<file path="src/rtl/core/particle_pool_update_core_macros.svh">
// ----------------------------------------------------------------------------
// particle_pool_update_core_macros.svh
// Assertion macros used by the particle pool core.
// ----------------------------------------------------------------------------
`ifndef PARTICLE_POOL_UPDATE_CORE_MACROS_SVH
`define PARTICLE_POOL_UPDATE_CORE_MACROS_SVH

// same-cycle implication, clocked on clk, off during reset
`define PUP_ASSERT_IMP(lbl, ante, cons, msg) \
  lbl: assert property (@(posedge clk) disable iff (!rst_n) (ante) |-> (cons)) \
    else $error(msg);

// next-cycle implication, clocked on clk, off during reset
`define PUP_ASSERT_NXT(lbl, ante, cons, msg) \
  lbl: assert property (@(posedge clk) disable iff (!rst_n) (ante) |=> (cons)) \
    else $error(msg);

`endif

</file>
<file path="src/rtl/core/pup_pkg.sv">
// ----------------------------------------------------------------------------
// pup_pkg
// Types, constants and helpers of the particle pool update core.
// ----------------------------------------------------------------------------
package pup_pkg;

  localparam int MAX_SLOTS = 64;
  localparam int SLOT_W    = 6;

  // configuration register indexes
  localparam logic [2:0] CFG_GRAV_X    = 3'd0;
  localparam logic [2:0] CFG_GRAV_Y    = 3'd1;
  localparam logic [2:0] CFG_GRAV_Z    = 3'd2;
  localparam logic [2:0] CFG_SCALE_EN  = 3'd3;
  localparam logic [2:0] CFG_SCALE_BEG = 3'd4;
  localparam logic [2:0] CFG_FADE_EN   = 3'd5;
  localparam logic [2:0] CFG_FADE_BEG  = 3'd6;

  // one slot of the pool as held in memory
  typedef struct packed {
    logic [30:0]        init_life;
    logic [30:0]        rem_life;
    logic signed [31:0] pos_x;
    logic signed [31:0] pos_y;
    logic signed [31:0] pos_z;
    logic signed [31:0] vel_x;
    logic signed [31:0] vel_y;
    logic signed [31:0] vel_z;
    logic [30:0]        size;
    logic [15:0]        alpha;
  } pup_rec_t;

  // request to the divider
  typedef struct packed {
    logic        start;
    logic [47:0] num;
    logic [30:0] den;
  } pup_div_req_t;

  // signed add saturated to 32 bits
  function automatic logic signed [31:0] sat_add(input logic signed [31:0] a,
                                                 input logic signed [31:0] b);
    logic signed [32:0] s;
    s = 33'(a) + 33'(b);
    if (s[32] != s[31]) begin
      sat_add = s[32] ? 32'sh8000_0000 : 32'sh7FFF_FFFF;
    end else begin
      sat_add = s[31:0];
    end
  endfunction

endpackage

</file>
<file path="src/rtl/core/pup_qmul.sv">
// ----------------------------------------------------------------------------
// pup_qmul
// Q16.16 multiply: floor(a*b/65536) saturated to 32 bits, registered.
// ----------------------------------------------------------------------------
module pup_qmul
  import pup_pkg::*;
(
  input  logic               clk,
  input  logic signed [31:0] a,
  input  logic signed [31:0] b,
  output logic signed [31:0] res
);

  logic signed [63:0] prod;
  logic signed [47:0] shr;
  logic signed [31:0] res_nxt;

  // arithmetic shift floors; saturate when the top bits disagree
  always_comb begin
    prod = a * b;
    shr  = prod[63:16];
    if (shr[47:31] != {17{shr[47]}}) begin
      res_nxt = shr[47] ? 32'sh8000_0000 : 32'sh7FFF_FFFF;
    end else begin
      res_nxt = shr[31:0];
    end
  end

  always_ff @(posedge clk) begin
    res <= res_nxt;
  end

endmodule

</file>
<file path="config.mk">
export PLATFORM = sky130hd
export DESIGN_NAME = pup_qmul
export DESIGN_NICKNAME = d
export VERILOG_FILES = /design/src/rtl/core/particle_pool_update_core_macros.svh /design/src/rtl/core/pup_pkg.sv /design/src/rtl/core/pup_qmul.sv
export SDC_FILE = /design/constraint.sdc
export NUM_CORES = 2
export LEC_CHECK = 0
export BUFFER_PORTS_ARGS = -buffer_cell sky130_fd_sc_hd__buf_2
export CAP_MARGIN = 20
export CORE_ASPECT_RATIO = 1.25
export CORE_UTILIZATION = 45
export CTS_BUF_LIST = sky130_fd_sc_hd__clkbuf_4
export DETAILED_ROUTE_END_ITERATION = 10
export PLACE_DENSITY = 0.61
export RECOVER_POWER = 50
export SYNTH_ARGS = -nofsm -noshare
export SYNTH_HDL_FRONTEND = slang
export SYNTH_SLANG_ARGS = --single-unit
export TNS_END_PERCENT = 100
</file>
<file path="constraint.sdc">
create_clock -name clk -period 11.2 [get_ports clk]
set_input_delay 1.68 -clock clk [delete_from_list [all_inputs] [get_ports clk]]
set_output_delay 1.68 -clock clk [all_outputs]
set_load 0.005 [all_outputs]
</file>
Word level (Yosys, flattened, before mapping)
Cells that the tools add are included.
- $mul: 1
- muxes and demuxes: 2
- equal/unequal tests: 1
- operator list (cell ; count):
    32-bit by 32-bit multiplier with 64-bit output ; 1
    32-bit two-way mux ; 2
    16-bit != test ; 1
- register bits: 32
- output and inout bits: 32
- word-level logic and storage cells: 5

Longest topological paths before layout
- depth after elaboration: 3
- gate-level depth with buffers: 32
- mapped depth without buffers: 28

Worst setup path before layout
Ideal clock, no wire load.
- path kind: in2reg
- from: input port a[31]
- to: register res[6]
- required time: 11.070 ns
- setup slack: 1.194 ns
- stages on the path: 31
- library setup time: 0.130 ns
- arrival time: 9.876 ns
- path through: clkbuf_1 nand2_1 inv_1 fa_1 inv_1 fa_1 inv_1 fa_1 fa_1 inv_1 fa_1 inv_1 fa_1 inv_1 fa_1 inv_1 fa_1 ha_1 clkbuf_1 and3_1 clkbuf_1 nand2_1 o31ai_1 o21ai_0 o31ai_1 a31o_2 o22ai_1 or4_4 o41ai_4 buf_4 o31ai_1
- cells in the longest elaborated chain, start to end: 3
- elaborated cells on any way between the ends: 4
- ends and longest elaborated chain (item ; line ; source):
    start, declared ; pup_qmul.sv:9 ; input logic signed [31:0] a,
    32-bit by 32-bit multiplier with 64-bit output * ; pup_qmul.sv:20 ; prod = a * b;
    16-bit != test or 32-bit two-way mux (tied branches) ; pup_qmul.sv:22, pup_qmul.sv:23 ;
    32-bit two-way mux * ; pup_qmul.sv:22 ; if (shr[47:31] != {17{shr[47]}}) begin
    named net res_nxt[6] ; pup_qmul.sv:16 ; logic signed [31:0] res_nxt;
    end signal, assigned ; pup_qmul.sv:30 ; res <= res_nxt;
    end, declared ; pup_qmul.sv:11 ; output logic signed [31:0] res
The timed path passes the listed nets; every way through them passes the cells marked *.

Final worst setup path
- from: input port b[5]
- to: register res[5]
- cells in the longest elaborated chain, start to end: 3
- elaborated cells on any way between the ends: 4
- ends and longest elaborated chain (item ; line ; source):
    start, declared ; pup_qmul.sv:10 ; input logic signed [31:0] b,
    32-bit by 32-bit multiplier with 64-bit output * ; pup_qmul.sv:20 ;
    16-bit != test or 32-bit two-way mux (tied branches) ; pup_qmul.sv:22, pup_qmul.sv:23 ;
    32-bit two-way mux * ; pup_qmul.sv:22 ;
    named net res_nxt[5] ; pup_qmul.sv:16 ;
Marks and branches as above.

==> metrics <==
async set-reset flop share out of synthesis=0%; leading area contributor after synthesis=fa_1; Initial Utilization=a little under half; largest net degree at the start of global routing=33; Synth warnings=0; Final #Nets=roughly 5300; first-pass GRT wire length=between 150000 and 200000 um; Post-Synth Simple-Gate Area=~17%; height of the die=323.9 um; Synth cell types=68; initial antenna violation count=7; routed vias=about 26000; max FFs per register=32; delay-heaviest family, CP=adder cells; Final GP Congestion=between 0.9 and 1; Port Buffer Count=96; MaxCap Viol Count=0; largest family of logic cells by synthesized area=adder cells; number of synthesized flops with an enable pin=0; Synth Cell Area=between 30000 and 40000 um2; leading register cell type out of synthesis=dfxtp_1; hpwl dp=roughly 90000 um; Die Area=84080 um2; compound-cell area share of the yosys netlist=4.363%; Slew @ Worst Pin=0.9698 ns; IO Pins=97; worst path bufs/invs=7; WL/cell=20.46 um; post_cts resized=0; CTS buffer count=5; number of global-route vias before repair=between 20000 and 30000; clock slew at reported path FFs=0.10 ns; post-synthesis register bit count=32; final max-slew violation count=0; DRC Markers=0; Mean Syn Cell Area=~9.3 um2; Syn Nets=approximately 5400; Biggest register=res; depth of the CTS H-tree=2; critical path arrival=around 11 ns; final setup fails=0; Vias/cell=roughly 5.2; post-synth top area share=between 50 and 60%; Rel. slew slack=around 35%; Final ANT Viol Nets=0; hold buffer count at cts=0; Routed WL=between 100000 and 150000 um; gr usage total=roughly a quarter; sequential fraction of the synthesis area=1.717%; number of hold violations in the final report=0; achievable frequency=between 0.09 and 0.1 GHz; CTS root buf=clkbuf_4; post-CTS setup buffer count=0; most frequent CP cell=fa_1; required time of the critical path=roughly 11 ns; Area Overhead vs Synth=4.044%; CTS tree=built; 1st-iter DRT viols=~1300; Min Clock Period, post-route=roughly 11 ns; Worst setup EP type=register; Tcrit/Tclk final=a little over nine tenths; Fin Setup TNS=0 ns; Crit Path Max Fanout=32; crit path kind=primary input to register; CP max-delay cell=or4_4; Final Util=47.44%; share of synthesized area spent on multiplexers=less than 1%; largest registers=res: 32 flops; DRT Pass-1 Iters=5; post-synthesis adder-cell area fraction=between 60% and 70%; Clock Tree Buf Depth=2; Synth Area in XOR/XNOR=approximately 1.3%; die extent in x=approximately 260 um; top cells by area, synth=fa_1, inv_1, and2_1, ha_1, nand2_1; RSZ-0062 raised after global routing=false; # clock sinks=32; total core area=around 80000 um2; crit-path max cell delay=0.56 ns; share of cells above drive strength 1=~4%; Startpoint Class=primary input; Rows=~120; Mapped Cells=approximately 4000; worst hold path type=register to output port; grt ovf=0; outcome=complete, no violations
[cells in the mapped netlist (2+ instances only)]
cell type	instances
a2111oi_2	2
nand3_1	18
dfxtp_1	32
nor4_1	6
o41ai_1	3
and2_1	516
buf_1	4
a211oi_1	11
mux2_2	2
nand4_1	25
nand2_1	556
nand2b_1	11
o21ai_1	26
a21oi_1	83
or3_1	3
o21ai_0	54
a21o_1	7
nand4b_1	3
inv_1	950
ha_1	180
a32oi_1	2
o21a_1	16
and3_1	8
xnor2_1	33
xor2_1	23
clkbuf_1	217
nor3_1	13
buf_4	3
o211ai_1	8
a211o_1	3
o21bai_1	9
o31ai_1	8
nor2_1	61
fa_1	1081
a21boi_0	5
buf_2	3
and4_1	8
[routing by layer]
metal  global-route usage [%]  vias up  wire (um)
met1                    30.00    14120      37890
met2                    49.58      605      57750
li1                         -    11460          -
met3                    1.617      205       3133
met4                    9.346        8       4283
met5                        0        -         51
[placed cells by master, fill, tap and decap left out, types with 33 or more instances in the layout]
cell	count
a21oi_1	83
and2_1	516
buf_2	72
buf_4	64
fa_1	1081
ha_1	180
inv_1	950
nand2_1	556
nor2_1	61
o21ai_0	54
xnor2_1	33
[worst paths after layout]
path / start / end / slack [ns] / cells past startpoint
worst max-delay path: b[5] / res[5] / 0.61 / 28
worst min-delay path: res[19] / res[19] / 2.40 / 1
[logic make-up after synthesis]
family          count (synthesis)
fa+ha+maj                    1261
simple gates                 1235
buf+inv                      1178
compound gates                259
xor+xnor                       56
flops                          32
mux                             3
[metrics by stage]
stage	cells	setup slack (ns)	area (um2)	hold slack, ns
after global placement	5028	0.4410	38770	2.065
after floorplan	4024	1.194	37310	1.964
after detailed placement	5028	0.2596	38770	2.065
after CTS	5036	0.6540	38840	2.444
final	5039	0.6058	38820	2.402
after global routing	5037	0.1040	38820	2.457
[cell type report]
cell class                 instances  area, um2
antenna                            3      7.507
clock buffer                       5      37.54
clock inverter                     3      37.54
fill                            7910      43010
inverter                         950       3566
multi-input combinational       2814      32240
sequential                        32      640.6
tap                             1071       1340
timing repair buffer             161      950.9
Power is not shown: default switching activity piles up to over one toggle a cycle in this logic, so the estimate is an artifact.
