<file path="src/rtl/core/particle_pool_update_core_macros.svh">
// ----------------------------------------------------------------------------
// particle_pool_update_core_macros.svh
// Assertion macros used by the particle pool core.
// ----------------------------------------------------------------------------
`ifndef PARTICLE_POOL_UPDATE_CORE_MACROS_SVH
`define PARTICLE_POOL_UPDATE_CORE_MACROS_SVH

// same-cycle implication, clocked on clk, off during reset
`define PUP_ASSERT_IMP(lbl, ante, cons, msg) \
  lbl: assert property (@(posedge clk) disable iff (!rst_n) (ante) |-> (cons)) \
    else $error(msg);

// next-cycle implication, clocked on clk, off during reset
`define PUP_ASSERT_NXT(lbl, ante, cons, msg) \
  lbl: assert property (@(posedge clk) disable iff (!rst_n) (ante) |=> (cons)) \
    else $error(msg);

`endif

</file>
<file path="src/rtl/core/pup_ram.sv">
// ----------------------------------------------------------------------------
// pup_ram
// Generic single-write, single-read RAM with registered read data.
// ----------------------------------------------------------------------------
module pup_ram #(
  parameter int WIDTH = 32,
  parameter int DEPTH = 64
) (
  input  logic                     clk,
  input  logic                     we,
  input  logic [$clog2(DEPTH)-1:0] waddr,
  input  logic [WIDTH-1:0]         wdata,
  input  logic [$clog2(DEPTH)-1:0] raddr,
  output logic [WIDTH-1:0]         rdata
);

  logic [WIDTH-1:0] mem [DEPTH];

  // write port and registered read port
  always_ff @(posedge clk) begin
    if (we) begin
      mem[waddr] <= wdata;
    end
    rdata <= mem[raddr];
  end

endmodule

</file>
<file path="config.mk">
export PLATFORM = sky130hd
export DESIGN_NAME = pup_ram
export DESIGN_NICKNAME = d
export VERILOG_FILES = /design/src/rtl/core/particle_pool_update_core_macros.svh /design/src/rtl/core/pup_ram.sv
export SDC_FILE = /design/constraint.sdc
export NUM_CORES = 2
export LEC_CHECK = 0
export BUFFER_PORTS_ARGS = -buffer_cell sky130_fd_sc_hd__buf_2
export CAP_MARGIN = 5
export CELL_PAD_IN_SITES_DETAIL_PLACEMENT = 0
export CELL_PAD_IN_SITES_GLOBAL_PLACEMENT = 1
export CORE_ASPECT_RATIO = 1.2
export CORE_MARGIN = 2
export CORE_UTILIZATION = 30
export CTS_CLUSTER_DIAMETER = 50
export DETAILED_ROUTE_END_ITERATION = 8
export GPL_TIMING_DRIVEN = 0
export PLACE_DENSITY = 0.54
export RECOVER_POWER = 100
export SYNTH_ARGS = -nofsm -noshare
export SYNTH_HDL_FRONTEND = slang
export SYNTH_SLANG_ARGS = --single-unit
</file>
<file path="constraint.sdc">
create_clock -name clk -period 4.83 [get_ports clk]
set_clock_uncertainty 0.1 [all_clocks]
set_input_delay 0.966 -clock clk [delete_from_list [all_inputs] [get_ports clk]]
set_output_delay 0.966 -clock clk [all_outputs]
set_load 0.005 [all_outputs]
</file>
# Word level (Yosys, flattened, before mapping)
# Memory sizes are Yosys's and may differ from the RTL's. A register that Yosys moved wholly into a read port is not among the register bits.
# Cells that the tools add are included.
# Widths: inputs -> output; s select.
# classes
n_mux	2
# ops
op	n
$mux 1	2
# totals
register_bits	0
mem_bits_rw	2048
inputBits	46
out_inout_bits	32
elab_cells	3
mem_count	1
# memory_table
name	depth	width	read_ports	rd_clocked_by_memory_dff	wr	line	source
mem	64	32	1	1	1	pup_ram.sv:17	logic [WIDTH-1:0] mem [DEPTH];

# Logic depth before layout (Yosys ltp)
# depth
word_depth	2
depth_mapped	10
mapped_depth_nobuf	5

# Worst setup path before layout
# OpenSTA, ideal clock, no wires.
# synth_timing
kind	input to register
startpoint	in waddr[3]
endpoint	mem mem[48][0] (enable)
setup_ps	461
arrival_time_ps	3665
required_time_ps	4269
slack_ps	604
stages	4
n_path_buf	1
path_cell_list	clkbuf_1 > nor2b_1 > nand4b_1 > nor3_1
# synth_rtl
element	line	source
start: declaration	pup_ram.sv:11	input logic [$clog2(DEPTH)-1:0] waddr,
end: declaration	pup_ram.sv:17	
# Straight into the memory's write port.

# Worst setup path in the final report
# layout_timing
startpoint	in waddr[2]
endpoint	mem mem[4][27] (enable)
# Straight into the memory's write port.

==> load_flow_metrics.sql <==
INSERT INTO impl_metrics (metric_group, metric, value, unit) VALUES
('power', 'power.density_cell_area', '428', 'nW/um2'),
('global_routing', 'grt_pass1_vias', '38600', ''),
('logic_synthesis', 'netlist_instances', '3324', ''),
('floorplanning', 'die_x', '471', 'um'),
('layout', 'layout.cells.non_filler', '7325', ''),
('global_routing', 'grt-ovfl-total', '0', ''),
('cts', 'post_cts_hold_buffer_count', '0', ''),
('timing', 'setup_violations', '6', ''),
('cts', 'sinks_on_the_clock_net', '2080', ''),
('cts', 'cts.repair_timing.setup_buffer_count', '0', ''),
('logic_synthesis', 'synthArstFlopShare', '0', '%'),
('logic_synthesis', 'synth.ff_latch_count', '2080', ''),
('logic_synthesis', 'synth_top_cell_by_area', 'sky130_fd_sc_hd__edfxtp_1', ''),
('power', 'pwr-share-clk', '42.8', '%'),
('logic_synthesis', 'synth-main-ff-cell', 'sky130_fd_sc_hd__edfxtp_1', ''),
('timing', 'timing_max_transition_violations_final', '3121', ''),
('power', 'power.combinational.fraction', '5.6', '%'),
('power', 'total_leakage_power', '27.9', 'nW'),
('hold_path', 'hp-class', 'in -> reg', ''),
('drt', 'routed_wire_length_per_instance', '35.3', 'um'),
('cts', 'number_of_gates_resized_after_cts', '0', ''),
('logic_synthesis', 'yosysWarnings', '0', ''),
('place', 'post-place-cells', '6898', ''),
('cts', 'root_buffer', 'sky130_fd_sc_hd__clkbuf_16', ''),
('global_routing', 'grt_max_degree', '65', ''),
('timing', 'final_worst_path_cycle_share', '100', '%'),
('critical_path', 'slowest_stage', 'sky130_fd_sc_hd__nor2_1', ''),
('floorplanning', 'die_height', '564', 'um'),
('layout', 'drive_gt1_share', '26.3', '%'),
('critical_path', 'endpoint_kind', 'register', ''),
('drt', 'vias_per_cell', '5.19', ''),
('cts', 'cts-buffers-inserted', '220', ''),
('critical_path', 'cp_data_arrival_time', '5.19', 'ns'),
('place', 'place.gp.congestion', '0.817', ''),
('logic_synthesis', 'synth.top_cell.area_share', '78.3', '%'),
('logic_synthesis', 'netlist-cell-type-count', '34', ''),
('cts', 'cts_max_level', '4', ''),
('floorplanning', 'core_area', '260000', 'um2'),
('run_status', 'violations', 'max-capacitance violations, max-slew violations, negative setup slack', ''),
('critical_path', 'cp.required', '5.17', 'ns'),
('power', 'worst_ir_drop_vdd', '0.290', 'mV'),
('timing', 'fin_setup_tns', '-0.103', 'ns'),
('layout', 'area_growth_syn_to_layout', '15.5', '%'),
('layout', 'fillCellCount', '24300', ''),
('power', 'power_switching_share', '22.5', '%'),
('critical_path', 'startpoint_type', 'input port', ''),
('cts', 'tritoncts', 'yes', ''),
('layout', 'multi_input_logic_area', '15500', 'um2'),
('global_routing', 'grt_pass1_wl', '343000', 'um'),
('floorplanning', 'starting_density_of_the_core', '30.2', '%'),
('timing', 'timing_worst_slew_pin_value', '4.21', 'ns'),
('logic_synthesis', 'count_of_flip_flops_with_a_built_in_enable_after_synthesis', '2048', ''),
('global_routing', 'grt_antenna_before_repair', '25', ''),
('place', 'portBuffers', '69', ''),
('layout', 'seqCellArea', '62100', 'um2'),
('drt', 'dr.first_iter.drc_count', '4492', ''),
('drt', 'antenna_left', '0', ''),
('flow_run', 'reported_max_cap_violation_count', '102', ''),
('run_status', 'outcome', 'finished, violations left', ''),
('logic_synthesis', 'synth_area', '78500', 'um2'),
('timing', 'final_critical_path_setup_slack', '-0.0204', 'ns'),
('logic_synthesis', 'yosys-top-cells-area', 'sky130_fd_sc_hd__edfxtp_1 (78%), sky130_fd_sc_hd__mux4_2 (16%), sky130_fd_sc_hd__mux2i_1 (1.2%)', ''),
('timing', 'timing.final.crit_period', '4.85', 'ns'),
('power', 'power_report.internal_total', '0.0301', 'W'),
('power', 'fraction_of_power_consumed_by_sequential_logic', '51.6', '%'),
('cts', 'worst_skew_late_latency', '0.89', 'ns'),
('drt', 'drcViolationCount', '0', ''),
('cts', 'clk_path_buf_depth', '4', ''),
('drt', 'route.vias.total', '38000', ''),
('logic_synthesis', 'synth_seq_area_share', '79.1', '%'),
('global_routing', 'globalRouteTotalUtil', '19.1', '%');
[placed cells by master, fill, tap and decap left out, drive strengths merged, types with 8 or more instances in the layout]
cell type,Yosys,routed
clkbuf,74,473
o221ai,27,27
buf,108,125
diode,0,24
a22oi,12,12
bufinv,0,18
nand2b,8,8
nor2,137,137
nand2,26,26
o22ai,84,84
inv,0,13
clkinvlp,0,13
a21oi,62,62
clkinv,0,92
mux2i,93,93
a311oi,8,8
mux4,544,544
nor2b,15,15
edfxtp,2048,2048
dfxtp,32,32
[registers in the layout (all words and copies together), names as in the netlist]
signal and flops:
mem 2048, rdata 32
[metal layers]
metal	global-route usage, %	up-vias	share of wire (%)
met4	7.84	4	4.5
met5	0	-	0.010
met1	23.3	21000	37
li1	-	15100	-
met2	33.9	1464	52
met3	2.92	402	6.5
[cell type report]
| class | instances | share of cell area (%) |
|---|---|---|
| Antenna cell | 24 | 0.0662 |
| Buffer | 182 | 0.978 |
| Clock buffer | 261 | 6.31 |
| Clock inverter | 136 | 1.38 |
| Multi-Input combinational cell | 1062 | 17.1 |
| Sequential cell | 2080 | 68.5 |
| Tap cell | 3415 | 4.71 |
| Timing Repair Buffer | 165 | 0.972 |
[cell usage after synthesis (2+ instances only)]
library cell and instances:
sky130_fd_sc_hd__nand2_1 26, sky130_fd_sc_hd__o22ai_1 84, sky130_fd_sc_hd__buf_4 25, sky130_fd_sc_hd__nand3b_1 5, sky130_fd_sc_hd__a21oi_1 62, sky130_fd_sc_hd__a41o_1 4, sky130_fd_sc_hd__or3_1 3, sky130_fd_sc_hd__nand2b_1 8
sky130_fd_sc_hd__or3b_1 2, sky130_fd_sc_hd__mux2i_1 93, sky130_fd_sc_hd__a311oi_1 8, sky130_fd_sc_hd__dfxtp_1 32, sky130_fd_sc_hd__nand3_1 5, sky130_fd_sc_hd__and3_1 4, sky130_fd_sc_hd__edfxtp_1 2048, sky130_fd_sc_hd__and2_1 2
sky130_fd_sc_hd__nand4_1 2, sky130_fd_sc_hd__o32ai_1 4, sky130_fd_sc_hd__o221ai_1 27, sky130_fd_sc_hd__a22oi_1 12, sky130_fd_sc_hd__buf_6 5, sky130_fd_sc_hd__or3b_2 3, sky130_fd_sc_hd__nor2_1 137, sky130_fd_sc_hd__mux4_2 544
sky130_fd_sc_hd__clkbuf_1 74, sky130_fd_sc_hd__buf_1 21, sky130_fd_sc_hd__nor2b_1 15, sky130_fd_sc_hd__buf_2 57, sky130_fd_sc_hd__nor3_1 7
[path summary, 6_finish.rpt]
kind	startpoint	endpoint	slack [ns]	cells after the start
min	wdata[9]	mem[60][9]$_DFFE_PP_	0.58	1
max	waddr[2]	mem[4][27]$_DFFE_PP_	-0.02	5
min reg2reg	mem[12][17]$_DFFE_PP_	rdata[17]$_DFF_P_	0.95	4
max reg2reg	mem[15][21]$_DFFE_PP_	rdata[21]$_DFF_P_	1.85	4
[power by group through the flow]
stage / clock network [W] / logic [W] / registers, W
after detailed placement: 0 / 0.00225 / 0.0204
final: 0.0166 / 0.00216 / 0.0201
after CTS: 0.0169 / 0.00225 / 0.0200
after floorplan: 0 / 0.000972 / 0.0204
after global placement: 0 / 0.00217 / 0.0204
after global routing: 0.0176 / 0.00224 / 0.0201
[stage by stage]
step | instance area [um2] | utilization [%] | hold WS (ns)
3_5_place_dp | 85400 | 32.8 | 0.931
4_1_cts | 92400 | 35.5 | 0.431
3_3_place_gp | 83100 | 32.0 | 0.939
6_report | 90700 | 34.9 | 0.582
2_1_floorplan | 78500 | - | 0.563
5_1_grt | 90700 | 34.9 | 0.567
[cells by family (layout without fill, tap and decap cells)]
logic type	count (synthesis)	after routing	share of synthesized area, %
AOI/OAI and AO/OA	202	202	1.67
buffers and inverters	182	744	1.13
DFF	2080	2080	79.1
muxes	637	637	16.8
other	0	24	0
and+or+nand+nor	223	223	1.27
[worst max-delay path, delay by kind of cell]
family | cells | cell delay, ns
buf+inv | 2 | 1.72
simple gates | 3 | 2.47
No activity file was read; power rests on OpenSTA's default activity.
