File: config.mk
export PLATFORM = sky130hd
export DESIGN_NAME = pup_div
export DESIGN_NICKNAME = d
export VERILOG_FILES = /design/src/rtl/core/particle_pool_update_core_macros.svh /design/src/rtl/core/pup_pkg.sv /design/src/rtl/core/pup_div.sv
export SDC_FILE = /design/constraint.sdc
export NUM_CORES = 1
export LEC_CHECK = 0
export BUFFER_PORTS_ARGS = -buffer_cell sky130_fd_sc_hd__clkbuf_2
export CAP_MARGIN = 20
export CORE_ASPECT_RATIO = 0.6
export CORE_UTILIZATION = 60
export DETAILED_ROUTE_END_ITERATION = 12
export MAX_ROUTING_LAYER = met4
export PLACE_DENSITY = 0.95
export SLEW_MARGIN = 0
export SYNTH_ARGS = -nofsm -noshare
export SYNTH_HDL_FRONTEND = slang
export SYNTH_SLANG_ARGS = --single-unit
File: constraint.sdc
create_clock -name clk -period 4.3 [get_ports clk]
set_input_delay 0.43 -clock clk [delete_from_list [all_inputs] [get_ports clk]]
set_output_delay 0.43 -clock clk [all_outputs]
set_load 0.01 [all_outputs]
File: src/rtl/core/particle_pool_update_core_macros.svh
// ----------------------------------------------------------------------------
// particle_pool_update_core_macros.svh
// Assertion macros used by the particle pool core.
// ----------------------------------------------------------------------------
`ifndef PARTICLE_POOL_UPDATE_CORE_MACROS_SVH
`define PARTICLE_POOL_UPDATE_CORE_MACROS_SVH

// same-cycle implication, clocked on clk, off during reset
`define PUP_ASSERT_IMP(lbl, ante, cons, msg) \
  lbl: assert property (@(posedge clk) disable iff (!rst_n) (ante) |-> (cons)) \
    else $error(msg);

// next-cycle implication, clocked on clk, off during reset
`define PUP_ASSERT_NXT(lbl, ante, cons, msg) \
  lbl: assert property (@(posedge clk) disable iff (!rst_n) (ante) |=> (cons)) \
    else $error(msg);

`endif

File: src/rtl/core/pup_pkg.sv
// ----------------------------------------------------------------------------
// pup_pkg
// Types, constants and helpers of the particle pool update core.
// ----------------------------------------------------------------------------
package pup_pkg;

  localparam int MAX_SLOTS = 64;
  localparam int SLOT_W    = 6;

  // configuration register indexes
  localparam logic [2:0] CFG_GRAV_X    = 3'd0;
  localparam logic [2:0] CFG_GRAV_Y    = 3'd1;
  localparam logic [2:0] CFG_GRAV_Z    = 3'd2;
  localparam logic [2:0] CFG_SCALE_EN  = 3'd3;
  localparam logic [2:0] CFG_SCALE_BEG = 3'd4;
  localparam logic [2:0] CFG_FADE_EN   = 3'd5;
  localparam logic [2:0] CFG_FADE_BEG  = 3'd6;

  // one slot of the pool as held in memory
  typedef struct packed {
    logic [30:0]        init_life;
    logic [30:0]        rem_life;
    logic signed [31:0] pos_x;
    logic signed [31:0] pos_y;
    logic signed [31:0] pos_z;
    logic signed [31:0] vel_x;
    logic signed [31:0] vel_y;
    logic signed [31:0] vel_z;
    logic [30:0]        size;
    logic [15:0]        alpha;
  } pup_rec_t;

  // request to the divider
  typedef struct packed {
    logic        start;
    logic [47:0] num;
    logic [30:0] den;
  } pup_div_req_t;

  // signed add saturated to 32 bits
  function automatic logic signed [31:0] sat_add(input logic signed [31:0] a,
                                                 input logic signed [31:0] b);
    logic signed [32:0] s;
    s = 33'(a) + 33'(b);
    if (s[32] != s[31]) begin
      sat_add = s[32] ? 32'sh8000_0000 : 32'sh7FFF_FFFF;
    end else begin
      sat_add = s[31:0];
    end
  endfunction

endpackage

File: src/rtl/core/pup_div.sv
// ----------------------------------------------------------------------------
// pup_div
// Restoring divider, one quotient bit per cycle, 17-bit quotient.
// The caller guarantees num < den * 2^17.
// ----------------------------------------------------------------------------
module pup_div
  import pup_pkg::*;
(
  input  logic         clk,
  input  logic         rst_n,
  input  pup_div_req_t req,
  output logic         done,
  output logic [16:0]  quo
);

  logic [31:0] rem_r, rem_nxt;
  logic [16:0] num_r, num_nxt;
  logic [16:0] quo_r, quo_nxt;
  logic [4:0]  cnt_r, cnt_nxt;
  logic        busy_r, busy_nxt;
  logic        done_r, done_nxt;
  logic [31:0] trial;
  logic        qbit;

  // one shift-subtract step
  always_comb begin
    trial    = {rem_r[30:0], num_r[16]};
    qbit     = (trial >= {1'b0, req.den});
    rem_nxt  = rem_r;
    num_nxt  = num_r;
    quo_nxt  = quo_r;
    cnt_nxt  = cnt_r;
    busy_nxt = busy_r;
    done_nxt = 1'b0;
    if (req.start) begin
      rem_nxt  = {1'b0, req.num[47:17]};
      num_nxt  = req.num[16:0];
      quo_nxt  = '0;
      cnt_nxt  = 5'd17;
      busy_nxt = 1'b1;
    end else if (busy_r) begin
      rem_nxt = qbit ? (trial - {1'b0, req.den}) : trial;
      num_nxt = {num_r[15:0], 1'b0};
      quo_nxt = {quo_r[15:0], qbit};
      cnt_nxt = cnt_r - 5'd1;
      if (cnt_r == 5'd1) begin
        busy_nxt = 1'b0;
        done_nxt = 1'b1;
      end
    end
  end

  always_ff @(posedge clk) begin
    if (!rst_n) begin
      busy_r <= 1'b0;
      done_r <= 1'b0;
      cnt_r  <= '0;
    end else begin
      busy_r <= busy_nxt;
      done_r <= done_nxt;
      cnt_r  <= cnt_nxt;
    end
    rem_r <= rem_nxt;
    num_r <= num_nxt;
    quo_r <= quo_nxt;
  end

  assign done = done_r;
  assign quo  = quo_r;

endmodule

-- Yosys cells after proc, flatten, opt, wreduce, memory -nomap -nowiden
Index checks and enable logic that the tools add are counted.
- register bits: 72
- input bits: 82
- output and inout port bits: 18
- word-level logic and storage cells: 27
- add/subtract/negate cells: 2
- magnitude comparators: 1
- equal/unequal tests: 1
- muxes and demuxes: 11
- bitwise gates (word level): 2
- reduce and logical (&&, ||, !) cells: 3
- operator list (cell ; number):
    $mux 31 ; 3
    $mux 17 ; 2
    $ge 32x31->1 ; 1
    $sub 31x31->31 ; 1
    $mux 5 ; 2
    $eq 5x1->1 const B ; 1
    $sub 5x1->5 const B ; 1
    $mux 1 ; 4
    $reduce_or 3->1 ; 1
    $not 1->1 ; 2
    $reduce_bool 2->1 ; 1
    $reduce_or 2->1 ; 1

-- Longest topological paths before layout
Gate-level depths: netlist of run 1.
- depth in word-level cells: 4
- mapped depth: 14
- depth with buffers taken out: 12

-- Worst setup path after synthesis of run 1
OpenSTA, ideal clock, no wires.
- path kind: in2reg
- start: input req[0] in the netlist's numbering
- end: register rem_r[10] (data pin)
- arrival: 2438 ps
- path slack: 1602 ps
- cell stages on the path: 13
- path buffers: 2
- cells stage by stage: ha_1 fa_1 nand2b_1 a21oi_1 o21ai_1 o211ai_1 a21o_1 a211oi_2 buf_6 buf_6 nand2_1 o21ai_1 mux2_2
- cells in the longest elaborated chain, start to end: 4
- elaborated cells between the ends (all ways): 5
- those cells by class: 1 x add/sub; 1 x order compare; 3 x mux
- RTL lines (element ; RTL line ; RTL):
    start, declared ; pup_div.sv:11 ; input pup_div_req_t req,
    $sub 31x31->31 / $ge 32x31->1 (equally long branches) ; pup_div.sv:42, pup_div.sv:28 ;
    $mux 31 (*) ; pup_div.sv:42 ; rem_nxt = qbit ? (trial - {1'b0, req.den}) : trial;
    $mux 31 (*) ; pup_div.sv:41 ; end else if (busy_r) begin
    $mux 31 (*) ; pup_div.sv:35 ; if (req.start) begin
    named net rem_nxt[10] ; pup_div.sv:16 ; logic [31:0] rem_r, rem_nxt;
    end signal, assigned ; pup_div.sv:63 ; rem_r <= rem_nxt;
    end, declared ; pup_div.sv:16 ;
Mark *: on every way through the listed nets, which the timed path passes. The rest lies on a longest branch. The select of a mux whose other input is x is not followed.
A chain may end at the register's enable or synchronous reset.

-- Worst setup path after layout of run 1
- start: register rem_r[8]
- end: register rem_r[23] (data pin)
- cells in the longest elaborated chain, start to end: 4
- elaborated cells between the ends (all ways): 5
- those cells by class: 1 x add/sub; 1 x order compare; 3 x mux
- RTL lines (element ; RTL line):
    $sub 31x31->31 / $ge 32x31->1 (equally long branches) ; pup_div.sv:42, pup_div.sv:28
    $mux 31 (*) ; pup_div.sv:42
    $mux 31 (*) ; pup_div.sv:41
    $mux 31 (*) ; pup_div.sv:35
    named net rem_nxt[23] ; pup_div.sv:16
Marks and branches as above.

==> results of run 1 <==
==> cell usage after synthesis, types with 2 or more instances <==
master / count / area share [%]
a211oi_1: 8 / 1.2
a21boi_0: 2 / 0.30
a21o_1: 10 / 1.5
a21oi_1: 43 / 4.3
a2bb2oi_1: 2 / 0.35
a31oi_1: 3 / 0.38
buf_1: 2 / 0.15
buf_2: 4 / 0.40
buf_6: 4 / 0.90
clkbuf_1: 16 / 1.2
dfxtp_1: 24 / 9.6
edfxtp_1: 48 / 29
ha_1: 33 / 8.3
inv_1: 44 / 3.3
mux2_2: 29 / 6.5
mux2i_1: 21 / 4.2
nand2_1: 44 / 3.3
nand2b_1: 7 / 0.88
nand3_1: 5 / 0.50
nand4_1: 6 / 0.75
nor2_1: 43 / 3.2
nor2b_1: 6 / 0.75
nor3_1: 9 / 0.90
nor4_1: 2 / 0.25
nor4b_1: 2 / 0.35
o211ai_1: 5 / 0.75
o21a_1: 10 / 1.5
o21ai_0: 22 / 2.2
o21ai_1: 21 / 2.1
o21ai_2: 2 / 0.35
o21bai_1: 2 / 0.30
or3_1: 3 / 0.38
or4_1: 2 / 0.30
xnor2_1: 16 / 2.8
xor2_1: 13 / 2.3
==> placed cells by master, fill, tap and decap left out, types with 2 or more instances in the layout <==
cell type / n
a21boi_0: 2
ha_1: 33
nor4b_1: 2
o21ai_0: 22
o21bai_1: 2
a21o_1: 10
xnor2_1: 16
a2bb2oi_1: 2
o21ai_2: 2
o21ai_1: 21
a211oi_1: 8
mux2_2: 29
edfxtp_1: 48
nand2b_1: 7
a31oi_1: 3
a21oi_1: 43
nor2_1: 43
or4_1: 2
nor2b_1: 6
inv_4: 3
or3_1: 3
nor4_1: 2
nand4_1: 6
xor2_1: 13
clkbuf_16: 9
nand3_1: 5
o21a_1: 10
clkbuf_2: 99
nand2_1: 43
nor3_1: 9
mux2i_1: 21
o211ai_1: 5
buf_4: 6
dfxtp_1: 24
inv_1: 44
==> logic make-up after synthesis <==
| kind of cell | share of synthesized area [%] |
|---|---|
| compound gates | 18.3 |
| xor+xnor | 5.08 |
| fa+ha+maj | 8.65 |
| buf+inv | 5.95 |
| flops | 38.4 |
| mux | 10.7 |
| simple gates | 12.9 |
==> per-stage QoR <==
stage / hold WS, ns / std cells / power, mW / utilization (%)
final: 0.362 / 738 / 2.88 / 73.4
after floorplan: 0.469 / 534 / 1.88 / -
after global placement: 0.475 / 721 / 2.07 / 69.7
after global routing: 0.359 / 738 / 3.04 / 73.4
after detailed placement: 0.503 / 722 / 2.13 / 69.9
after CTS: 0.357 / 738 / 2.86 / 73.4
==> state kept, by name, indices dropped and copies added, names as in the netlist <==
signal	cells
busy_r	1
cnt_r	5
done	1
num_r	17
quo	17
rem_r	31
==> layout make-up <==
type | count | area (um^2) | area share [%]
Clock inverter | 7 | 52.6 | 0.898
Inverter | 44 | 165 | 2.82
Sequential cell | 72 | 1920 | 32.8
Clock buffer | 9 | 225 | 3.85
Timing Repair Buffer | 106 | 561 | 9.57
Tap cell | 108 | 135 | 2.31
Multi-Input combinational cell | 392 | 2790 | 47.7
==> how the worst max path moves through the flow <==
stage	slack, ns	cells past startpoint	startpoint	to
floorplan	1.60	13	req[0]	rem_r[10]
global placement	1.25	12	req[25]	rem_r[3]
detailed placement	1.14	13	req[9]	rem_r[4]
CTS	1.22	11	rem_r[4]	rem_r[23]
global route	0.93	11	rem_r[8]	rem_r[4]
finish	1.20	11	rem_r[8]	rem_r[23]
==> power by group <==
part | internal [mW] | total (mW) | leakage [nW] | switching (mW)
Sequential | 0.880 | 0.938 | 0.676 | 0.0580
Clock | 0.398 | 0.718 | 0.143 | 0.320
Combinational | 0.524 | 1.23 | 1.77 | 0.706
==> metal layers <==
| metal | track usage [%] | up-vias | part of all wire [%] |
|---|---|---|---|
| met5 | - | - | 0 |
| met4 | 9.44 | 0 | 1.7 |
| met3 | 6.33 | 23 | 7.9 |
| met2 | 46.2 | 213 | 44 |
| met1 | 38.4 | 1995 | 46 |
| li1 | - | 2099 | - |
==> out/results.tsv, run 1 <==
metric	value	unit
min Tclk post-route	3.10	ns
drt first pass iters	5	
gp weighted congestion	0.971	
CP max stage delay	0.41	ns
vias in the first global route	4034	
site row count	25	
fill cell count	578	
share of layout cells above drive strength 1	26.0	%
largest net degree at the start of global routing	61	
worst path arrival time	3.19	ns
setup bufs post-CTS	0	
Slew Limit Headroom	54.7	%
power per standard cell area	493	nW/um^2
placed standard-cell area	5580	um^2
Worst Tran Pin Value	0.669	ns
total number of vias	4330	
Post-synth top flop	edfxtp_1	
Hold EP	rem_r[14]	
Die Y	72.7	um
final hold violations	0	
post-synthesis cell count	534	
WP data required	4.39	ns
achievable clock frequency	0.323	GHz
Peak supply drop	0.000283	V
Root Driver	clkbuf_16	
Ys Warns	0	
fin crit share	72.0	%
CTS Hold Bufs	0	
Place WS	1.14	ns
Setup CP Type	reg -> reg	
first-pass GRT wire length	19300	um
max cap viols	0	
largest fanout on the critical path	29	
final setup fails	0	
initial core utilization	62.7	%
Total Routed Length	12200	um
Die Area	8720	um^2
ys async rst share	0	%
FF-to-FF End	rem_r[23]	
sequential element share of the synthesized area	38.4	%
Worst Reg-to-Reg Cells	11	
status	finished clean	
I/O Pins	100	
IO Port Bufs	99	
RSZ-0062 raised after global routing	false	
Max clock buf depth	2	
Synth Area per Inst	9.37	um^2
Distinct cells, synth	56	
post-synthesis register bit count	72	
Die Wd	120	um
post-route worst setup slack	1.20	ns
Synthesized Nets	650	
DRT iter0 DRCs	330	
# nets final	741	
WL/cell	16.5	um
Final Cell Area	5850	um^2
CTS tree	yes	
DRC	0	
post-synthesis cell area	5000	um^2
CTS-repair resized insts	0	
H-tree depth	3	
Detailed Place HPWL	8600	um
clock latency at the later pin of the worst-skew pair	0.34	ns
hold depth	2	
total gr overflow	0	
Hold WC Path Type	in -> reg	
Static Leak	2.59	nW
Routed Antenna Nets	0	
worst r2r src	rem_r[8]	
Worst path slowest cell	edfxtp_1	
Post-synth EDFFs	48	
CP Launch Type	register	
Worst setup EP type	register	
total CTS buffers	9	
TNS Setup	0	ns
most frequent CP cell	a21oi_1	
Total GRT Usage	29.5	%
CTS clk-pin slew, worst paths	0.06	ns
hold_sp	req[62]	
Layout area overhead	17.0	%
initial antenna violation count	0	
Buf/Inv on CP	1	
worst reg-to-reg setup slack	1.20	ns
CP Cell Sequence	ha_1 > a21oi_1 > o21bai_1 > a21oi_1 > o211ai_1 > a21o_1 > a211oi_4 > buf_4 > mux2i_1 > o21ai_0 > o31a_1	
core footprint	7980	um^2
drt via density	5.87	
ant diodes	0	
fin. max-slew vios	0	
family with the most delay on the worst path	compound AO/OA/AOI/OAI gates	
clk sinks	72	
clk_skew	0.00650	ns
Note: power is estimated with default switching activity, not from simulation.
==> run 2, diff against run 1 <==
- ABC_AREA: unset -> 1
- CORE_UTILIZATION: 60 -> 52
- PLACE_DENSITY: 0.95 -> 0.88
- clock period: 4.3 -> 2.6 ns (I/O delays scaled with it)
==> out/results.tsv, run 2 <==
metric	value	unit	change
Slew Limit Headroom	64.8	%	+10 points
Die Area	12200	um^2	+40%
CP max stage delay	0.49	ns	+0.08 ns
Post-synth top flop	edfxtp_1		
Detailed Place HPWL	13100	um	+52%
total number of vias	6182		+43%
CP Cell Sequence	ha_1 > nand2_1 > nor2_4 > nand2_1 > nor2_2 > nand2_4 > nand2_4 > nand2_1 > nand3_1 > nand2_1		
DRC	0		unchanged
Layout area overhead	15.5	%	
post-synthesis cell count	936		+75%
Synth Area per Inst	6.52	um^2	-30%
vias in the first global route	5461		+35%
fin crit share	96.8	%	+25 points
Worst path slowest cell	ha_1		
clk_skew	0.00868	ns	+0.00219 ns
initial core utilization	53.6	%	-9.1 points
final design utilization	61.9	%	-11 points
drt first pass iters	5		unchanged
commonest non-fill, non-tap cells in the layout	nand2_1 (383), inv_1 (184), clkbuf_2 (99), nand3_1 (60), edfxtp_1 (48)		
Die Y	85.9	um	+18%
drt via density	5.15		-12%
Ys Warns	0		unchanged
Die Wd	142	um	+18%
CTS Hold Bufs	0		unchanged
post-synthesis register bit count	72		unchanged
worst reg-to-reg setup slack	0.08	ns	-1.12 ns
Synth area leaders	edfxtp_1 (24%), nand2_1 (24%), inv_1 (11%), dfxtp_1 (7.9%), ha_1 (6.8%)		
max reg flops	31		unchanged
placed standard-cell area	6720	um^2	+21%
area of the multi-input gates	3340	um^2	+19%
total CTS buffers	9		unchanged
H-tree depth	3		unchanged
FF-to-FF End	rem_r[4]		
first-pass GRT wire length	27000	um	+40%
clock latency at the later pin of the worst-skew pair	0.35	ns	about the same
Buf/Inv on CP	0		-1
achievable clock frequency	0.397	GHz	+23%
fill cell count	1097		+90%
final setup fails	0		unchanged
CTS tree	yes		
worst r2r src	rem_r[19]		
Worst Reg-to-Reg Cells	10		-1
commonest non-fill, non-tap cell in the layout	nand2_1		
fin. max-slew vios	0		unchanged
Hold WC Path Type	in -> reg		
core footprint	11400	um^2	+43%
worst path arrival time	2.63	ns	-0.56 ns
Distinct cells, synth	41		-27%
setup bufs post-CTS	0		unchanged
gp weighted congestion	1.03		+6.0%
share of layout cells above drive strength 1	15.8	%	-10 points
IO Port Bufs	99		unchanged
Routed Antenna Nets	0		unchanged
DRT iter0 DRCs	790		+140%
largest net degree at the start of global routing	51		-16%
post-synthesis cell area	6100	um^2	+22%
Post-synth EDFFs	48		unchanged
Biggest register	rem_r		
site row count	30		+20%
Worst Tran Pin Value	0.528	ns	-0.141 ns
status	finished clean		
largest fanout on the critical path	16		-45%
RSZ-0062 raised after global routing	false		
Total Routed Length	17300	um	+43%
WL/cell	14.4	um	-12%
I/O Pins	100		unchanged
post-synth top area share	23.6	%	-5.2 points
Reg area	1920	um^2	unchanged
Total GRT Usage	29.6	%	+0.17 points
clk sinks	72		unchanged
cell with the most instances after synthesis	nand2_1		
total gr overflow	0		unchanged
most frequent CP cell	nand2_1		
max cap viols	0		unchanged
post-route worst setup slack	0.0822	ns	-1.12 ns
hold_sp	req[51]		
Peak supply drop	0.000403	V	+42%
# nets final	1151		+55%
Worst setup EP type	register		
ys async rst share	0	%	unchanged
WP data required	2.71	ns	-1.68 ns
Root Driver	clkbuf_16		
initial antenna violation count	0		unchanged
final hold slack	0.174	ns	-0.188 ns
Place WS	0.128	ns	-1.01 ns
Static Leak	3.97	nW	+53%
Max clock buf depth	2		unchanged
CP Launch Type	register		
family with the most delay on the worst path	simple AND/OR/NAND/NOR gates		
CTS clk-pin slew, worst paths	0.07	ns	about the same
power per standard cell area	703	nW/um^2	+43%
cell taking the most area after synthesis	edfxtp_1		
Synth top cells by count	nand2_1 (384), inv_1 (184), nand3_1 (60)		
ant diodes	0		unchanged
Final Cell Area	7040	um^2	+20%
CTS-repair resized insts	0		unchanged
Setup CP Type	reg -> reg		
min Tclk post-route	2.52	ns	-0.580 ns
Synthesized Nets	1052		+62%
TNS Setup	0	ns	unchanged
Hold EP	rem_r[3]		
hold depth	3		+1
final hold violations	0		unchanged
sequential element share of the synthesized area	31.5	%	-6.9 points
==> run 2: cell count changes after synthesis, moves of 14 or more <==
cell / previous run / this run
nand2_1: 44 / 384
inv_1: 44 / 184
nand3_1: 5 / 60
a21oi_1: 43 / 13
mux2_2: 29 / 0
nand3b_1: 0 / 26
mux2i_1: 21 / 0
o21ai_1: 21 / 1
o21ai_0: 22 / 5
o22ai_1: 1 / 15
==> run 2: power by group <==
| part | internal [mW] | leakage, nW | total, mW | switching [mW] |
|---|---|---|---|---|
| clock | 0.677 | 0.146 | 1.26 | 0.580 |
| sequential | 1.41 | 0.683 | 1.49 | 0.0774 |
| combinational | 0.775 | 3.14 | 2.21 | 1.44 |
| total | 2.86 | 3.97 | 4.95 | 2.09 |
==> run 2: stage by stage <==
stage / total power, mW / instances
finish: 4.95 / 1200
global route: 5.24 / 1200
CTS: 4.87 / 1199
detailed placement: 3.61 / 1183
global placement: 3.56 / 1183
floorplan: 3.10 / 936
==> run 2: how the worst max path moves through the flow <==
| stage | startpoint | endpoint | slack (ns) | depth (start not counted) |
|---|---|---|---|---|
| final | rem_r[19] | rem_r[4] | 0.08 | 10 |
| after global routing | rem_r[18] | rem_r[18] | 0.02 | 12 |
| after CTS | num_r[16] | rem_r[18] | 0.07 | 15 |
| after detailed placement | num_r[16] | rem_r[18] | 0.13 | 15 |
| after global placement | num_r[16] | rem_r[18] | 0.18 | 15 |
| after floorplan | num_r[16] | rem_r[29] | 0.48 | 16 |
==> run 2: worst register-to-register path, stage by stage (launching register included) <==
cell	delay, ns
edfxtp_1	0.47
ha_1	0.49
nand2_1	0.18
nor2_4	0.16
nand2_1	0.14
nor2_2	0.21
nand2_4	0.12
nand2_4	0.25
nand2_1	0.11
nand3_1	0.08
nand2_1	0.06
==> run 2: final cells by class <==
class	instances	share of cell area (%)
clock inverters	7	0.977
inverters	190	10.1
repair buffers	109	8.21
flip-flops and latches	72	27.3
well taps	160	2.84
multi-input cells	653	47.4
clock buffers	9	3.20
==> run 2: per-layer routing <==
metal  global-route usage, %  vias up  share of wire (%)
met5                       -        -                  0
met4                    5.38        0               0.85
met3                    5.97       23                 11
met2                    41.0      313                 40
met1                    44.3     2755                 49
li1                        -     3091                  -
==> run 2: logic make-up (layout without fill, tap and decap cells) <==
kind of cell             after synthesis  count (layout)  synth area share (%)
AO/OA/AOI/OAI                         41              41                  4.12
XOR/XNOR                              15              15                  2.15
buffers and inverters                212             315                  14.2
adder cells (fa/ha/maj)               34              34                  7.10
AND/OR/NAND/NOR                      562             563                  41.0
flip-flops                            72              72                  31.5
==> run 3, diff against run 2 <==
- RECOVER_POWER: unset -> 100
==> out/results.tsv, run 3 (synthesized netlist as in run 2, its figures left out) <==
metric	value	unit	change
CP max stage delay	0.49	ns	about the same
WP data required	2.70	ns	about the same
commonest non-fill, non-tap cell in the layout	nand2_1		
Static Leak	3.89	nW	-2.0%
fin. max-slew vios	51		+51
Detailed Place HPWL	13100	um	unchanged
Root Driver	clkbuf_16		
met3 usage	5.97	%	unchanged
Die Wd	142	um	unchanged
min Tclk post-route	2.52	ns	+0.00290 ns
Slew Limit Headroom	-47.4	%	-110 points
Reg area	1920	um^2	unchanged
RSZ-0062 raised after global routing	false		
total gr overflow	0		unchanged
Worst Tran Pin Value	2.21	ns	+1.68 ns
final hold slack	0.178	ns	+0.00324 ns
initial antenna violation count	0		unchanged
power per standard cell area	706	nW/um^2	+0.29%
Die Area	12200	um^2	unchanged
site row count	30		unchanged
status	finished with violations		
vias in the first global route	5461		unchanged
Layout area overhead	14.5	%	
largest net degree at the start of global routing	51		unchanged
total CTS buffers	9		unchanged
placed cells	1183		unchanged
clock latency at the later pin of the worst-skew pair	0.35	ns	about the same
DRT iter0 DRCs	802		+1.5%
ant diodes	0		unchanged
Worst setup EP type	register		
I/O Pins	100		unchanged
total number of vias	6175		-0.11%
Peak supply drop	0.000399	V	-0.98%
post-route worst setup slack	0.0793	ns	-0.00290 ns
fin crit share	96.9	%	+0.11 points
CTS-repair resized insts	0		unchanged
share of layout cells above drive strength 1	13.2	%	-2.6 points
CTS Hold Bufs	0		unchanged
CP Launch Type	register		
max reg flops	31		unchanged
global route hottest layer	met1		
H-tree depth	3		unchanged
WL/cell	14.4	um	-0.55%
Setup CP Type	reg -> reg		
TNS Setup	0	ns	unchanged
Routed Antenna Nets	0		unchanged
gp weighted congestion	1.03		unchanged
Place WS	0.128	ns	unchanged
largest fanout on the critical path	16		unchanged
Worst path slowest cell	edfxtp_1		
most frequent CP cell	nand2_1		
first-pass GRT wire length	27000	um	unchanged
placed standard-cell area	6720	um^2	unchanged
achievable clock frequency	0.397	GHz	-0.12%
DRC	0		unchanged
Total Routed Length	17200	um	-0.55%
Biggest register	rem_r		
Final Cell Area	6980	um^2	-0.87%
# nets final	1151		unchanged
area of the multi-input gates	3310	um^2	-0.83%
Finished Layout Cells	1200		unchanged
Total GRT Usage	29.6	%	unchanged
initial core utilization	53.6	%	unchanged
clk sinks	72		unchanged
Hold WC Path Type	in -> reg		
CP Cell Sequence	ha_1 > nand2_1 > nor2_4 > nand2_1 > nor2_2 > nand2_4 > nand2_4 > nand3_1 > nand2_1 > nand2_1		
drt first pass iters	6		+1
commonest non-fill, non-tap cells in the layout	nand2_1 (384), inv_1 (185), clkbuf_2 (81), nand3_1 (64), edfxtp_1 (48)		
drt via density	5.15		-0.11%
max cap viols	1		+1
core footprint	11400	um^2	unchanged
met1 usage	44.3	%	unchanged
Max clock buf depth	2		unchanged
global routing met2 resource utilization	41.0	%	unchanged
worst path arrival time	2.62	ns	about the same
clk_skew	0.00892	ns	+0.000235 ns
CTS tree	yes		
Die Y	85.9	um	unchanged
fill cell count	1111		+1.3%
failing checks	max-capacitance violations, max-slew violations		
CTS clk-pin slew, worst paths	0.07	ns	about the same
setup bufs post-CTS	0		unchanged
final hold violations	0		unchanged
final setup fails	0		unchanged
IO Port Bufs	99		unchanged
[run 3: cell types whose count changed in the layout (fill, tap and decap cells not counted), moves of 3 or more]
cell | before | now
clkbuf_2 | 99 | 81
clkbuf_1 | 0 | 21
nand3_2 | 11 | 7
buf_4 | 8 | 5
nand3_1 | 60 | 64
[run 3: layout make-up]
| class | instances | share of cell area, % |
|---|---|---|
| inverter | 190 | 10.2 |
| clock inverter | 7 | 0.986 |
| multi-input combinational | 653 | 47.4 |
| tap | 160 | 2.87 |
| timing repair buffer | 109 | 7.80 |
| clock buffer | 9 | 3.23 |
| sequential | 72 | 27.5 |
[run 3: worst paths after layout]
| check | from | end | slack (ns) | depth (start not counted) |
|---|---|---|---|---|
| setup / recovery | rem_r[19] | rem_r[29] | 0.08 | 10 |
| hold / removal | req[51] | rem_r[3] | 0.18 | 3 |
| hold reg to reg | quo[16] | quo[16] | 0.49 | 2 |
| setup reg to reg | rem_r[19] | rem_r[29] | 0.08 | 10 |
[run 3: metrics by stage]
stage / utilization (%) / total power [mW]
after detailed placement: 59.1 / 3.61
final: 61.4 / 4.93
after CTS: 61.7 / 4.87
after floorplan: - / 3.10
after global placement: 59.1 / 3.56
after global routing: 61.4 / 5.23
[run 3: critical path: cells and delay by family, from the launching register on]
family,cells,cell delay [ns]
and+or+nand+nor,9,1.29
DFF,1,0.49
adders and majority gates,1,0.49
[run 3: layer usage]
layer	vias up	wire length [um]
met3	24	2030
met5	-	0
li1	3095	-
met4	0	154
met2	322	6860
met1	2734	8180
[run 3: report_power, final]
part           switching, mW  internal, mW
logic                   1.42         0.768
clock network          0.575         0.677
registers             0.0772          1.41
total                   2.07          2.86
